<file path="src/sv/ordered_list_table_engine_unit_defines.svh">
// Assertion macros for the file that checks its own logic.
`ifndef ORDERED_LIST_TABLE_ENGINE_UNIT_DEFINES_SVH
`define ORDERED_LIST_TABLE_ENGINE_UNIT_DEFINES_SVH

// Same-cycle implication, checked outside reset.
`define OLTE_ASSERT_NOW(label, ante, cons, msg) \
    label: assert property (@(posedge aclk) disable iff (!aresetn) (ante) |-> (cons)) \
        else $error(msg);

// Next-cycle implication, checked outside reset.
`define OLTE_ASSERT_NEXT(label, ante, cons, msg) \
    label: assert property (@(posedge aclk) disable iff (!aresetn) (ante) |=> (cons)) \
        else $error(msg);

`endif

</file>
<file path="src/sv/olte_pkg.sv">
package olte_pkg;

    typedef enum logic [1:0] {
        REQ_APPEND = 2'd0,
        REQ_READ   = 2'd1,
        REQ_FIND   = 2'd2,
        REQ_REMOVE = 2'd3
    } req_kind_t;

    typedef enum logic [1:0] {
        ST_OK        = 2'd0,
        ST_NOT_FOUND = 2'd1,
        ST_FULL      = 2'd2,
        ST_RANGE     = 2'd3
    } status_t;

    typedef enum logic [1:0] {
        RD_NONE = 2'd0,
        RD_POS  = 2'd1,
        RD_NEXT = 2'd2,
        RD_SKIP = 2'd3
    } rd_sel_t;

    typedef enum logic [2:0] {
        S_IDLE     = 3'd0,
        S_DISPATCH = 3'd1,
        S_READ     = 3'd2,
        S_SCAN     = 3'd3,
        S_SHIFT    = 3'd4,
        S_RESP     = 3'd5
    } state_t;

    typedef struct packed {
        logic      accept;
        logic      do_append;
        logic      set_status;
        status_t   status_code;
        rd_sel_t   rd_sel;
        logic      ptr_load;
        logic      ptr_inc;
        logic      capture_read;
        logic      set_hit;
        logic      dec_count;
        logic      shift_write;
        logic      load_out;
    } dp_cmd_t;

    typedef struct packed {
        req_kind_t kind;
        logic      full;
        logic      pos_in_range;
        logic      match;
        logic      scan_last;
        logic      shift_done;
        logic      out_free;
    } dp_sts_t;

endpackage

</file>
<file path="src/sv/olte_ctrl.sv">
module olte_ctrl
    import olte_pkg::*;
(
    input  logic    aclk,
    input  logic    aresetn,
    input  logic    s_valid,
    output logic    s_ready,
    input  dp_sts_t sts,
    output dp_cmd_t cmd
);

    state_t state_reg;
    state_t state_next;

    always_ff @(posedge aclk) begin
        if (!aresetn) begin
            state_reg <= S_IDLE;
        end else begin
            state_reg <= state_next;
        end
    end

    always_comb begin
        state_next = state_reg;
        cmd        = '0;
        cmd.status_code = ST_OK;
        cmd.rd_sel      = RD_NONE;
        s_ready    = 1'b0;

        case (state_reg)
            S_IDLE: begin
                s_ready = 1'b1;
                if (s_valid) begin
                    cmd.accept = 1'b1;
                    state_next = S_DISPATCH;
                end
            end
            S_DISPATCH: begin
                case (sts.kind)
                    REQ_APPEND: begin
                        if (sts.full) begin
                            cmd.set_status  = 1'b1;
                            cmd.status_code = ST_FULL;
                        end else begin
                            cmd.do_append = 1'b1;
                        end
                        state_next = S_RESP;
                    end
                    REQ_READ: begin
                        if (sts.pos_in_range) begin
                            cmd.rd_sel = RD_POS;
                            state_next = S_READ;
                        end else begin
                            cmd.set_status  = 1'b1;
                            cmd.status_code = ST_RANGE;
                            state_next      = S_RESP;
                        end
                    end
                    default: begin
                        if (sts.pos_in_range) begin
                            cmd.rd_sel   = RD_POS;
                            cmd.ptr_load = 1'b1;
                            state_next   = S_SCAN;
                        end else begin
                            cmd.set_status  = 1'b1;
                            cmd.status_code = ST_NOT_FOUND;
                            state_next      = S_RESP;
                        end
                    end
                endcase
            end
            S_READ: begin
                cmd.capture_read = 1'b1;
                state_next       = S_RESP;
            end
            S_SCAN: begin
                if (sts.match) begin
                    cmd.set_hit = 1'b1;
                    if (sts.kind == REQ_REMOVE) begin
                        // prefetch the entry above the hit for the shift
                        cmd.dec_count = 1'b1;
                        cmd.rd_sel    = RD_NEXT;
                        state_next    = S_SHIFT;
                    end else begin
                        state_next = S_RESP;
                    end
                end else if (sts.scan_last) begin
                    cmd.set_status  = 1'b1;
                    cmd.status_code = ST_NOT_FOUND;
                    state_next      = S_RESP;
                end else begin
                    cmd.rd_sel  = RD_NEXT;
                    cmd.ptr_inc = 1'b1;
                end
            end
            S_SHIFT: begin
                if (sts.shift_done) begin
                    state_next = S_RESP;
                end else begin
                    cmd.shift_write = 1'b1;
                    cmd.rd_sel      = RD_SKIP;
                    cmd.ptr_inc     = 1'b1;
                end
            end
            S_RESP: begin
                if (sts.out_free) begin
                    cmd.load_out = 1'b1;
                    state_next   = S_IDLE;
                end
            end
            default: begin
                state_next = S_IDLE;
            end
        endcase
    end

endmodule

</file>
<file path="config.mk">
export PLATFORM = sky130hd
export DESIGN_NAME = olte_ctrl
export DESIGN_NICKNAME = d
export VERILOG_FILES = /design/src/sv/ordered_list_table_engine_unit_defines.svh /design/src/sv/olte_pkg.sv /design/src/sv/olte_ctrl.sv
export SDC_FILE = /design/constraint.sdc
export NUM_CORES = 1
export LEC_CHECK = 0
export BUFFER_PORTS_ARGS = -buffer_cell sky130_fd_sc_hd__buf_4
export CAP_MARGIN = 20
export CORE_AREA = 4 4 41 43
export DETAILED_ROUTE_END_ITERATION = 16
export DIE_AREA = 0 0 45 47
export MAX_ROUTING_LAYER = met4
export PLACE_DENSITY = 0.58
export SYNTH_ARGS = -nofsm -noshare
export SYNTH_HDL_FRONTEND = slang
export SYNTH_SLANG_ARGS = --single-unit
</file>
<file path="constraint.sdc">
create_clock -name aclk -period 2.06 [get_ports aclk]
set_input_delay 0.206 -clock aclk [delete_from_list [all_inputs] [get_ports aclk]]
set_output_delay 0.206 -clock aclk [all_outputs]
set_load 0.02 [all_outputs]
</file>
## Yosys cells after proc, flatten, opt, wreduce, memory -nomap -nowiden

Cells that the tools add are included.

- Eq/ne operators: 11
- Mux-type cells: 44
- Reduce and logical (&&, ||, !) cells: 4

Operators by type and width:

| operator | count |
|---|---|
| $mux 3 | 12 |
| $mux 1 | 18 |
| $pmux 3 s2 | 3 |
| $pmux 3 s6 | 1 |
| $mux 2 | 7 |
| $eq 3x2->1 const B | 2 |
| $eq 3x3->1 const B | 2 |
| $ne 2x2->1 const B | 3 |
| $pmux 2 s3 | 1 |
| $pmux 2 s2 | 1 |
| $reduce_and 4->1 | 1 |
| $eq 3x1->1 const B | 1 |
| $logic_not 3->1 | 1 |
| $ne 3x3->1 const B | 1 |
| $eq 2x1->1 const B | 1 |
| $eq 2x2->1 const B | 1 |
| $logic_not 2->1 | 1 |
| $pmux 1 s2 | 1 |
| $reduce_or 2->1 | 1 |

- Register bits after elaboration: 3
- Input port bits: 11
- Logic and storage cells: 60

## Logic depth before layout (Yosys ltp)

Gate-level depths: netlist (run 1).

- Word-level depth: 4
- Depth in mapped cells: 6
- Gate-level depth less buffers: 5

## Worst setup path before layout (run 1)

No wires, ideal clock.

- Path kind: register to output
- Start: register state_reg[1]
- End: output port cmd[7] (netlist name)
- Arrival time: 1,318 ps
- Required time: 1,854 ps
- Setup slack: 536 ps
- Cell stages (with the launch flop): 5
- Cells stage by stage: dfxtp_1 buf_6 or4b_4 inv_1 or2_2

RTL lines:

| item | line | text |
|---|---|---|
| start: declaration | olte_ctrl.sv:12 | `state_t state_reg;` |
| start signal: assignment | olte_ctrl.sv:19 | `state_reg <= state_next;` |
| end: declaration | olte_ctrl.sv:9 | `output dp_cmd_t cmd` |

==> summary.txt, run 1 <==
Outcome
  • Outcome: finished, final reports clean

Timing
  • Final Skew: 0.00599 ns
  • Fmax: 544 MHz
  • Fin. max-slew vios: 0
  • Final period utilization: 89.3%
  • Setup TNS: 0 ns
  • Final setup vio count: 0
  • Relative slew margins: 72.0%
  • Crit path time final: 1.84 ns
  • Final Hold Fails: 0
  • Worst-Margin Slew: 0.419 ns
  • RSZ-0062 raised after global routing: false

Finish
  • Layout cells sized above 1: 41.5%
  • Fill cells: 147
  • Layout Cells excl Fill: 97
  • Most frequent cells in the layout: buf_4, nor2_1, inv_1, nor3_1, o21ai_0
  • Synth-to-layout area growth: 53.1%
  • Post-layout instance area: 596 um2
  • Multi-input gate area: 275 um2
  • Diode count: 0
  • Most common cell after layout, fill and taps aside: buf_4
  • Max reg flops: 3
  • Nets: 94
  • Register area: 60.1 um2

Floorplanning
  • DIE AREA: 2120 um2
  • Vert. Die Dim: 47 um
  • FP Rows: 13
  • Core Area: 1300 um2
  • Starting Density: 29.9%
  • Die Wd: 45 um
  • IO Pins: 26

Placed design
  • Placed Cells: 93
  • Port Buffers: 25
  • HPWL after detailed placement: 908 um
  • Placed inst area: 569 um2
  • Final GP Congestion: 0.791

Clocking
  • CTS tree: built
  • Clk root buf: clkbuf_4
  • H-tree depth: 1
  • Clock Path Buffers: 2
  • Post-CTS setup buffers: 0
  • Post-CTS Hold Fix Bufs: 0
  • CTS Sinks: 3
  • Total CTS buffers: 3
  • Worst-path clk slew: 0.04 ns
  • Clock Latency Late Sink: 0.24 ns
  • Post-CTS Resized: 0

Worst setup path
  • Reg2Reg Setup Slack: 0.56 ns
  • Setup Crit Path Kind: reg2out
  • Crit-path max cell delay: 0.57 ns
  • CP cell instances: or4b_4 -> o31a_4 -> o21ai_0 -> buf_4
  • Crit. End Element: output pin
  • Required @ worst endpoint: 1.85 ns
  • Crit Reg-Reg Startpoint: state_reg[0]$_SDFFE_PN0P_
  • Worst r2r dst: state_reg[2]$_SDFFE_PN0P_
  • CP max stage cell: or4b_4
  • Worst Path Max Fanout: 14
  • Reg2reg path depth: 5
  • Critical Path AT: 1.63 ns
  • CP Launch Type: flip-flop

Drt
  • First-pass detailed-route iteration total: 4
  • Highest routed layer: met3
  • Average wire per standard cell: 11.7 um
  • Routed met3 length: 87 um
  • Final wirelength: 1140 um
  • Via count: 488
  • DRC viols: 0
  • Drt initial violations: 10
  • Post-route ant nets: 0
  • Met2 wire length: 494 um
  • Via density: 5.03
  • Met1 Routed Length: 554 um

Yosys
  • Syn avg cell area: 6.95 um2
  • Post-synth net total: 67
  • Synth cell types: 29
  • Post-synth ARST share: 0%
  • Synth Cell Area: 389 um2
  • Syn Inst Count: 56
  • Cell taking the most area after synthesis: dfxtp_1
  • Number of synthesized flops with an enable pin: 0
  • Post-synth top area share: 15.4%
  • Post-synth top flop: dfxtp_1
  • YS warnings: 0
  • Yosys reg bits: 3
  • Sequential-to-total area share from yosys stat: 15.4%
  • Synth area leaders: dfxtp_1, nor3_1, nor2_1

Flow run
  • Max-cap violations: 0

Worst hold path
  • Hold Path End: state_reg[1]$_SDFFE_PN0P_
  • Worst Hold Class: in2reg
  • Hold depth: 2
  • Hold_sp: aresetn

Global routing
  • Number of global-route vias before repair: 453
  • Initial antenna violation count: 0
  • GRT Overall Usage: 11.9%
  • Pin count of the biggest net entering global routing: 15
  • Grt total ovfl: 0
  • First-pass GRT wire length: 1780 um

Pwr
  • Total chip power: 0.580 mW
  • Leak Pwr: 0.309 nW
  • Pwr/cell area: 974 nW/um2
  • VDD IR-drop max: 0.591 mV
==> Yosys cell counts (all sizes together) (2+ instances only) <==
| cell | instances |
|---|---|
| a21oi | 3 |
| and4b | 2 |
| buf | 3 |
| dfxtp | 3 |
| inv | 6 |
| mux2i | 2 |
| nand2 | 3 |
| nor2 | 7 |
| nor3 | 6 |
| o21ai | 5 |
==> logic make-up (layout without fill, tap and decap cells) <==
family                 Yosys count  count (layout)  share of synthesized area [%]
AOI/OAI and AO/OA               15              15                           27.3
and+or+nand+nor                 26              26                           38.3
muxes                            2               2                           5.14
DFF                              3               3                           15.4
buffers and inverters           10              36                           13.8
==> stage by stage <==
step,util (%),hold slack (ns),setup WS [ns]
after floorplan,-,0.324,0.536
after global placement,43.8,0.466,0.504
after detailed placement,43.8,0.463,0.467
after CTS,45.8,0.214,0.221
after global routing,45.8,0.238,0.0718
final,45.8,0.219,0.221
==> routing by layer <==
layer / track usage (%) / vias up
li1: - / 252
met4: 7.02 / 0
met1: 14.8 / 218
met2: 17.8 / 18
met3: 2.30 / 0
met5: - / -
==> power by group <==
part           switching, mW  internal (mW)  leakage (nW)
logic                  0.185          0.155         0.269
clock network         0.0356         0.0729        0.0150
registers             0.0539         0.0773        0.0247
total                  0.275          0.305         0.309
==> final cells by class <==
class                      count  share of cell area, %
tap                           15                   3.15
clock buffer                   4                   4.41
sequential                     3                   10.1
multi-input combinational     43                   46.2
timing repair buffer          25                   31.5
inverter                       7                   4.62
==> worst max path at each step <==
stage	startpoint	to	slack, ns	depth (start not counted)
2_1_floorplan	state_reg[1]$_SDFFE_PN0P_	cmd[7]	0.54	4
4_1_cts	state_reg[0]$_SDFFE_PN0P_	cmd[8]	0.22	4
3_3_place_gp	state_reg[2]$_SDFFE_PN0P_	cmd[8]	0.50	4
3_5_place_dp	state_reg[2]$_SDFFE_PN0P_	cmd[8]	0.47	4
6_report	state_reg[0]$_SDFFE_PN0P_	cmd[8]	0.22	4
5_1_grt	state_reg[0]$_SDFFE_PN0P_	cmd[8]	0.07	4
==> worst max-delay path, delay by kind of cell (launching register included) <==
family,cells,cell delay (ns)
AOI/OAI and AO/OA,2,0.22
DFF,1,0.43
and+or+nand+nor,1,0.57
buffers and inverters,1,0.17
Power figures use the tool's default switching activity.
==> run 2: changes to the inputs <==
- CELL_PAD_IN_SITES_DETAIL_PLACEMENT: not set -> 0
- CELL_PAD_IN_SITES_GLOBAL_PLACEMENT: not set -> 1
- CORE_AREA: 4 4 41 43 -> not set
- CORE_MARGIN: not set -> 4
- CORE_UTILIZATION: not set -> 27
- DIE_AREA: 0 0 45 47 -> not set
- PLACE_DENSITY: 0.58 -> 0.78
==> run 2 against run 1 <==
  * Via count decreased by 2.5%
  * Power decreased by 0.56%
  * Die area decreased by 0.10%
  * Sequential cell count unchanged
  * Worst setup slack got worse by 0.014 ns
  * Register-to-register slack about the same
  * Clock skew decreased by 0.0021 ns
  * Wire length increased by 5.1%
  * Worst hold slack improved by 0.0093 ns
  * Critical endpoint unchanged
  * Largest power group unchanged
  * Highest routed layer unchanged
==> summary.txt, run 2 (synthesis gave the netlist of run 1 again) <==
Outcome
  • Outcome: finished, final reports clean (unchanged)

Floorplanning
  • Core Area: 1330 um2 (was 1300 um2)
  • DIE AREA: 2110 um2 (was 2120 um2)
  • Starting Density: 29.2% (was 29.9%)
  • Die Wd: 46.0 um (was 45 um)
  • Vert. Die Dim: 46.0 um (was 47 um)
  • IO Pins: 26 (unchanged)
  • FP Rows: 13 (unchanged)

Worst setup path
  • Setup Crit Path Kind: reg2out (unchanged)
  • CP cell instances: nand3b_1 -> o31a_4 -> o21ai_0 -> buf_4 (was or4b_4 -> o31a_4 -> o21ai_0 -> buf_4)
  • Largest delay contributor family on the critical path: flip-flops (was simple AND/OR/NAND/NOR gates)
  • Crit Reg-Reg Startpoint: state_reg[0]$_SDFFE_PN0P_ (unchanged)
  • Reg2Reg Setup Slack: 0.55 ns (was 0.56 ns)
  • CP Launch Type: flip-flop (unchanged)
  • Worst r2r dst: state_reg[2]$_SDFFE_PN0P_ (unchanged)
  • Worst path bufs/invs: 1 (unchanged)
  • Crit-path max cell delay: 0.57 ns (about the same)
  • Worst Path Max Fanout: 14 (unchanged)
  • Reg2reg path depth: 5 (unchanged)
  • Required @ worst endpoint: 1.85 ns (about the same)
  • Crit. End Element: output pin (unchanged)
  • CP max stage cell: dfxtp_1 (was or4b_4)
  • Critical Path AT: 1.65 ns (was 1.63 ns)

Flow run
  • Max-cap violations: 0 (unchanged)

Worst hold path
  • Hold Path End: state_reg[1]$_SDFFE_PN0P_ (unchanged)
  • Hold_sp: aresetn (unchanged)
  • Worst Hold Class: in2reg (unchanged)
  • Hold depth: 2 (unchanged)

Finish
  • Fill cells: 154 (was 147)
  • Nets: 94 (unchanged)
  • Post-layout instance area: 596 um2 (unchanged)
  • Synth-to-layout area growth: 53.1% (unchanged)
  • Final core area utilization: 44.7% (was 45.8%)
  • Layout cells sized above 1: 41.5% (unchanged)
  • Most common cell after layout, fill and taps aside: buf_4 (unchanged)
  • Diode count: 0 (unchanged)
  • Layout Cells excl Fill: 97 (unchanged)
  • Max reg flops: 3 (unchanged)
  • Most frequent cells in the layout: buf_4, nor2_1, inv_1, nor3_1, o21ai_0 (unchanged)

Global routing
  • First-pass GRT wire length: 1870 um (was 1780 um)
  • Number of global-route vias before repair: 426 (was 453)
  • Pin count of the biggest net entering global routing: 15 (unchanged)
  • Grt total ovfl: 0 (unchanged)
  • GRT Overall Usage: 12.8% (was 11.9%)
  • Initial antenna violation count: 0 (unchanged)

Timing
  • Hold Slack: 0.228 ns (was 0.219 ns)
  • Relative slew margins: 71.2% (was 72.0%)
  • Fin. max-slew vios: 0 (unchanged)
  • Final period utilization: 90.0% (was 89.3%)
  • Setup slack after layout: 0.207 ns (was 0.221 ns)
  • RSZ-0062 raised after global routing: false (unchanged)
  • Worst-Margin Slew: 0.431 ns (was 0.419 ns)
  • Final Skew: 0.00386 ns (was 0.00599 ns)
  • Final setup vio count: 0 (unchanged)
  • Final Hold Fails: 0 (unchanged)
  • Setup TNS: 0 ns (unchanged)
  • Fmax: 540 MHz (was 544 MHz)
  • Crit path time final: 1.85 ns (was 1.84 ns)

Clocking
  • Clock Latency Late Sink: 0.23 ns (was 0.24 ns)
  • Post-CTS Resized: 0 (unchanged)
  • CTS Sinks: 3 (unchanged)
  • Worst-path clk slew: 0.04 ns (about the same)
  • H-tree depth: 1 (unchanged)
  • Post-CTS Hold Fix Bufs: 0 (unchanged)
  • Clk root buf: clkbuf_4 (unchanged)
  • Post-CTS setup buffers: 0 (unchanged)
  • CTS tree: built (unchanged)
  • Total CTS buffers: 3 (unchanged)
  • Clock Path Buffers: 2 (unchanged)

Drt
  • Average wire per standard cell: 12.3 um (was 11.7 um)
  • Final wirelength: 1190 um (was 1140 um)
  • First-pass detailed-route iteration total: 4 (unchanged)
  • Highest routed layer: met3 (unchanged)
  • Post-route ant nets: 0 (unchanged)
  • Met1 Routed Length: 614 um (was 554 um)
  • DRC viols: 0 (unchanged)
  • Via count: 476 (was 488)
  • Drt initial violations: 9 (was 10)
  • Met2 wire length: 479 um (was 494 um)
  • Via density: 4.91 (was 5.03)
  • Routed met3 length: 100 um (was 87 um)

Pwr
  • Total chip power: 0.577 mW (was 0.580 mW)
  • Switching share of power: 47.1% (was 47.3%)
  • Switching pwr: 0.272 mW (was 0.275 mW)
  • VDD IR-drop max: 0.726 mV (was 0.591 mV)
  • Pwr/cell area: 968 nW/um2 (was 974 nW/um2)
  • Clock power share: 17.7% (was 18.7%)
  • Sequential share of power: 23.1% (was 22.6%)
  • Combinational share of power: 59.2% (was 58.7%)
  • Leak Pwr: 0.309 nW (unchanged)
  • Pint: 0.305 mW (about the same)

Placed design
  • Placed inst area: 569 um2 (unchanged)
  • Final GP Congestion: 0.832 (was 0.791)
  • Port Buffers: 25 (unchanged)
  • Placed Cells: 93 (unchanged)
  • HPWL after detailed placement: 932 um (was 908 um)
  • Setup WS pre-CTS: 0.478 ns (was 0.467 ns)
==> run 2: cell counts in the layout (fill, tap and decap cells not counted) <==
Identical to the previous run, type by type.
==> run 2: routing by layer <==
metal  vias up  track usage [%]
li1        251                -
met1       204             18.1
met2        21             15.9
met3         0             7.11
met4         0             1.70
met5         -                -
==> run 2: worst max path at each step <==
stage                                         start      to  slack (ns)  cells after the start
after floorplan           state_reg[1]$_SDFFE_PN0P_  cmd[7]        0.54                      4
after global placement    state_reg[2]$_SDFFE_PN0P_  cmd[8]        0.50                      4
after detailed placement  state_reg[2]$_SDFFE_PN0P_  cmd[8]        0.48                      4
after CTS                 state_reg[2]$_SDFFE_PN0P_  cmd[8]        0.21                      4
after global routing      state_reg[0]$_SDFFE_PN0P_  cmd[8]        0.08                      4
final                     state_reg[0]$_SDFFE_PN0P_  cmd[8]        0.21                      4
==> run 2: final cells by class <==
| type | count | area [um2] | area share, % |
|---|---|---|---|
| Inverter | 7 | 27.5 | 4.62 |
| Tap cell | 15 | 18.8 | 3.15 |
| Timing Repair Buffer | 25 | 188 | 31.5 |
| Clock buffer | 4 | 26.3 | 4.41 |
| Multi-Input combinational cell | 43 | 275 | 46.2 |
| Sequential cell | 3 | 60.1 | 10.1 |
==> run 2: power groups by stage <==
stage	Sequential [mW]	Combinational, mW	Clock (mW)
global placement	0.128	0.345	0
finish	0.133	0.341	0.102
global route	0.140	0.373	0.118
detailed placement	0.131	0.344	0
floorplan	0.0893	0.267	0
CTS	0.131	0.346	0.109
